File: src/rtl/sliding_window_maximum_assert.svh
// Assertion macros shared by the sliding window maximum RTL.
// Depends on clk_i and rst_ni being visible in the including module.
`ifndef SLIDING_WINDOW_MAXIMUM_ASSERT_SVH
`define SLIDING_WINDOW_MAXIMUM_ASSERT_SVH

// Same-cycle implication, checked out of reset.
`define SWM_ASSERT_NOW(lbl, ante, cons, msg) \
  lbl: assert property (@(posedge clk_i) disable iff (!rst_ni) (ante) |-> (cons)) \
    else $error(msg);

// Next-cycle implication, checked out of reset.
`define SWM_ASSERT_NEXT(lbl, ante, cons, msg) \
  lbl: assert property (@(posedge clk_i) disable iff (!rst_ni) (ante) |=> (cons)) \
    else $error(msg);

`endif

File: src/rtl/swm_pkg.sv
// Package for the sliding window maximum block: sizes, types, FSM states,
// controller/datapath command and status structs, index helpers. No dependencies.
package swm_pkg;

  localparam int unsigned WINDOW_MAX = 64;
  localparam int unsigned IDX_W      = (WINDOW_MAX > 1) ? $clog2(WINDOW_MAX) : 1;
  localparam int unsigned CNT_W      = $clog2(WINDOW_MAX + 1);
  localparam int unsigned CFG_W      = 7;
  localparam int unsigned SZ_W       = (CFG_W > CNT_W) ? CFG_W : CNT_W;
  localparam int unsigned DATA_W     = 32;
  localparam int unsigned POS_W      = 32;

  typedef logic signed [DATA_W-1:0] sample_t;
  typedef logic [POS_W-1:0]         pos_t;
  typedef logic [IDX_W-1:0]         idx_t;
  typedef logic [CNT_W-1:0]         cnt_t;
  typedef logic [SZ_W-1:0]          size_t;

  typedef struct packed {
    sample_t value;
    pos_t    pos;
  } entry_t;

  typedef enum logic [2:0] {
    ST_IDLE,
    ST_HEAD_CHK,
    ST_HEAD_WAIT,
    ST_TAIL_CHK,
    ST_TAIL_WAIT
  } swm_state_e;

  typedef struct packed {
    logic load;
    logic drop_head;
    logic pop_tail;
    logic push;
  } swm_cmd_t;

  typedef struct packed {
    logic head_expired;
    logic tail_smaller;
    logic push_ok;
  } swm_stat_t;

  // Wrap a sum below 2*WINDOW_MAX back into the ring.
  function automatic idx_t idx_wrap(input logic [CNT_W:0] s);
    if (s >= (CNT_W+1)'(WINDOW_MAX)) begin
      return IDX_W'(s - (CNT_W+1)'(WINDOW_MAX));
    end
    return IDX_W'(s);
  endfunction

  // Clamp the programmed window into 1..WINDOW_MAX.
  function automatic size_t eff_window(input logic [CFG_W-1:0] w);
    size_t ext;
    ext = SZ_W'(w);
    if (w == '0) begin
      return SZ_W'(1);
    end
    if (ext > SZ_W'(WINDOW_MAX)) begin
      return SZ_W'(WINDOW_MAX);
    end
    return ext;
  endfunction

endpackage

File: src/rtl/swm_ctrl.sv
// Controller FSM for the sliding window maximum block.
// Depends on swm_pkg and sliding_window_maximum_assert.svh.
`include "sliding_window_maximum_assert.svh"

module swm_ctrl import swm_pkg::*; (
  input  logic      clk_i,
  input  logic      rst_ni,
  input  logic      in_valid_i,
  output logic      in_ready_o,
  input  swm_stat_t stat_i,
  output swm_cmd_t  cmd_o
);

  swm_state_e state_q, state_d;

  always_ff @(posedge clk_i or negedge rst_ni) begin
    if (!rst_ni) begin
      state_q <= ST_IDLE;
    end else begin
      state_q <= state_d;
    end
  end

  // Next state.
  always_comb begin
    state_d = state_q;
    unique case (state_q)
      ST_IDLE: begin
        if (in_valid_i) begin
          state_d = ST_HEAD_CHK;
        end
      end
      ST_HEAD_CHK: begin
        priority if (stat_i.head_expired) begin
          state_d = ST_HEAD_WAIT;
        end else if (stat_i.tail_smaller) begin
          state_d = ST_TAIL_WAIT;
        end else if (stat_i.push_ok) begin
          state_d = ST_IDLE;
        end
      end
      ST_HEAD_WAIT: state_d = ST_HEAD_CHK;
      ST_TAIL_CHK: begin
        priority if (stat_i.tail_smaller) begin
          state_d = ST_TAIL_WAIT;
        end else if (stat_i.push_ok) begin
          state_d = ST_IDLE;
        end
      end
      ST_TAIL_WAIT: state_d = ST_TAIL_CHK;
      default: state_d = ST_IDLE;
    endcase
  end

  // Commands.
  always_comb begin
    cmd_o      = '0;
    in_ready_o = 1'b0;
    unique case (state_q)
      ST_IDLE: begin
        in_ready_o = 1'b1;
        cmd_o.load = in_valid_i;
      end
      ST_HEAD_CHK: begin
        priority if (stat_i.head_expired) begin
          cmd_o.drop_head = 1'b1;
        end else if (stat_i.tail_smaller) begin
          cmd_o.pop_tail = 1'b1;
        end else begin
          cmd_o.push = stat_i.push_ok;
        end
      end
      ST_TAIL_CHK: begin
        priority if (stat_i.tail_smaller) begin
          cmd_o.pop_tail = 1'b1;
        end else begin
          cmd_o.push = stat_i.push_ok;
        end
      end
      ST_HEAD_WAIT, ST_TAIL_WAIT: begin
        cmd_o = '0;
      end
      default: cmd_o = '0;
    endcase
  end

  `SWM_ASSERT_NOW(a_cmd_onehot, 1'b1, $onehot0(cmd_o), "more than one command at once")
  `SWM_ASSERT_NEXT(a_load_to_check, cmd_o.load, state_q == ST_HEAD_CHK,
                   "accepted beat did not reach head check")
  `SWM_ASSERT_NEXT(a_drop_waits, cmd_o.drop_head, state_q == ST_HEAD_WAIT && !in_ready_o,
                   "head drop not followed by read wait")

endmodule

File: config.mk
export PLATFORM = sky130hd
export DESIGN_NAME = swm_ctrl
export DESIGN_NICKNAME = d
export VERILOG_FILES = /design/src/rtl/swm_pkg.sv /design/src/rtl/swm_ctrl.sv
export VERILOG_INCLUDE_DIRS = /design/src /design/src/rtl
export SDC_FILE = /design/constraint.sdc
export NUM_CORES = 1
export LEC_CHECK = 0
export CAP_MARGIN = 10
export CORE_AREA = 5 5 42 44
export DETAILED_ROUTE_END_ITERATION = 7
export DIE_AREA = 0 0 47 49
export DONT_BUFFER_PORTS = 1
export PLACE_DENSITY = 0.34
export SYNTH_ARGS = -nofsm -noshare
export SYNTH_HDL_FRONTEND = slang
export SYNTH_SLANG_ARGS = --single-unit
File: constraint.sdc
create_clock -name clk_i -period 1.46 [get_ports clk_i]
set_clock_uncertainty 0.2 [all_clocks]
set_input_delay 0.219 -clock clk_i [delete_from_list [all_inputs] [get_ports clk_i]]
set_output_delay 0.219 -clock clk_i [all_outputs]
set_load 0.1 [all_outputs]
==> results.json <==
{
  "outcome": "complete, but fails checks",
  "violations": "negative hold slack, negative setup slack",
  "whs_ps": -3.96,
  "path_cells": "buf_6 > nor3_4 > and2_4 > buf_12",
  "globalplace.congestion": 0.646,
  "ir_worst_vdd_mv": 0.827,
  "worstMarginPinSlew_ps": 212,
  "core.rowCount": 14,
  "first_pass_iters": 1,
  "antenna_found_initial": 0,
  "synth_nets": 26,
  "hold_depth": 3,
  "maxSlewHeadroom": 0.857,
  "dr.first_iter.drc_count": 0,
  "required_ps": 1040,
  "cp-end-kind": "output port",
  "path_max_fanout": 5,
  "slowest_stage": "dfrtp_2",
  "p_per_area_mw_per_mm2": 2570,
  "r2r_cells": 5,
  "grt_pass1_wl_um": 1100,
  "cts_tree": "done",
  "synth_seq_cells": 3,
  "layout_common_cells": "buf_12 (6), buf_4 (5), dlygate4sd3_1 (4), buf_6 (4)",
  "largest_reg_flops": 3,
  "fin_nets": 50,
  "clock.fmax_ghz": 0.565,
  "p_total_uw": 1410,
  "clock_latency_ps": 230,
  "layout_commonest_cell": "buf_12",
  "wl_um": 665,
  "critical-path-top-delay-family": "simple AND/OR/NAND/NOR gates",
  "die-area_mm2": 0.00230,
  "worstSetupStartpoint": "state_q[2]",
  "coreArea_mm2": 0.00140,
  "r2r-start": "state_q[1]",
  "cpPeakStageDelay_ps": 400,
  "cap_violations": 0,
  "drtAntennaViolNets": 0,
  "drv_slew": 0,
  "port_buffers": 0,
  "crit_type": "reg2out",
  "chipHeight_um": 49,
  "finalCritPeriodShare": 1.21,
  "clockBufferDepth": 2,
  "post_drt_wl_per_cell_um": 11.3,
  "period_minus_slack_ps": 1770,
  "placed_cells": 46,
  "leakagePower_uw": 0.000233,
  "start_util": 0.125,
  "netlist_area_um2": 175,
  "syn_area_per_cell_um2": 8.76,
  "routed_via_density": 4.15,
  "track_usage": 0.0706,
  "grt_max_degree": 7,
  "die_x_um": 47,
  "via_count": 245,
  "rsz0062_at_grt": "yes",
  "cts-root-buf": "clkbuf_4",
  "setup_tns_ps": -1320,
  "cts_made_buffers": 3,
  "synth-warning-count": 0,
  "drive_above_1_share": 0.721,
  "dp_hpwl_um": 466,
  "setup_ws_ps": -309,
  "cts_sinks": 3,
  "h-tree-depth": 1,
  "reg.largest.list": "state_q x3",
  "arrival_ps": 1350,
  "placed_area_um2": 370,
  "path_clk_slew_ps": 40,
  "synth_cell_types": 14,
  "final_cells": 59,
  "drc": 0,
  "ys_seq_area_frac": 0.429,
  "io_pins": 11,
  "cp-start-kind": "flop",
  "area_delta_synth_final_pct": 214,
  "postLayoutCellArea_um2": 549,
  "worstPathBufferInverterCount": 2,
  "synthCells": 20,
  "n_antenna_cell": 0,
  "cp.depth": 4,
  "finalSetupViolCount": 6,
  "max_flop_register": "state_q",
  "finalHoldViolations": 1,
  "min_from": "stat_i[2]",
  "hp-class": "in2reg",
  "grt_pass1_vias": 277,
  "overflow": 0,
  "utilization": 0.392
}
[timing repair]
item / CTS / global route
hold buffers: 4 / 0
setup endpoints to repair: 5 / 7
endpoints found under the hold margin: 5 / 0
setup buffers: 4 / 1
gates resized for setup: 4 / 8
pin swaps: 3 / 3
[layout make-up]
type / count / area, um^2
fillers: 146 / 852
repair buffers: 19 / 243
multi-input cells: 16 / 178
flip-flops and latches: 3 / 78.8
clock buffers: 4 / 26.3
well taps: 16 / 20.0
inverters: 1 / 3.75
[power by group]
group | internal, uW | total, uW | switching, uW | leakage (uW)
registers | 125 | 171 | 45.6 | 0.0000344
clock network | 102 | 143 | 40.6 | 0.0000150
logic | 491 | 1100 | 606 | 0.000184
[routing by layer]
metal / wire, um / vias to the layer above / GRT usage / part of all wire
met5: 0 / - / 0 / 0
met4: 0 / 0 / 0.0691 / 0
met3: 53 / 0 / 0.0332 / 0.080
met2: 409 / 6 / 0.115 / 0.62
met1: 202 / 120 / 0.0553 / 0.30
li1: - / 119 / - / -
[worst register-to-register path: stages, from the launching register on]
cell     delay, ps
dfrtp_2        410
buf_4          140
buf_6          110
buf_6          120
and3_1         160
a211o_1        230
[logic make-up after synthesis]
| logic type | Yosys count | synth area share |
|---|---|---|
| buffers and inverters | 1 | 0.0214 |
| AO/OA/AOI/OAI | 2 | 0.100 |
| AND/OR/NAND/NOR | 14 | 0.450 |
| flip-flops | 3 | 0.429 |
[cell usage after synthesis (all sizes together)]
cell type  n  area share
a211o      1       0.050
a221oi     1       0.050
and2       1       0.036
and3       1       0.036
dfrtp      3        0.43
inv        1       0.021
nand2      2       0.043
nand2b     1       0.036
nand3b     1       0.043
nor2       3       0.064
nor3       3        0.11
nor3b      1       0.043
nor4       1       0.036
[through the flow]
stage | setup slack (ps) | hold slack (ps)
after floorplan | -713 | -277
after global placement | -27.0 | -277
after detailed placement | -32.6 | -277
after CTS | -278 | -13.3
after global routing | -359 | 23.3
final | -309 | -3.96
[final timing paths]
| path | endpoint | slack (ps) |
|---|---|---|
| min reg2reg | state_q[0] | 410 |
| max reg2reg | state_q[1] | -30 |
| min | state_q[0] | -4 |
| max | cmd_o[3] | -310 |
| min in group asynchronous | state_q[0] | 40 |
| max in group asynchronous | state_q[1] | 850 |
Note: power is estimated with default switching activity, not from simulation.
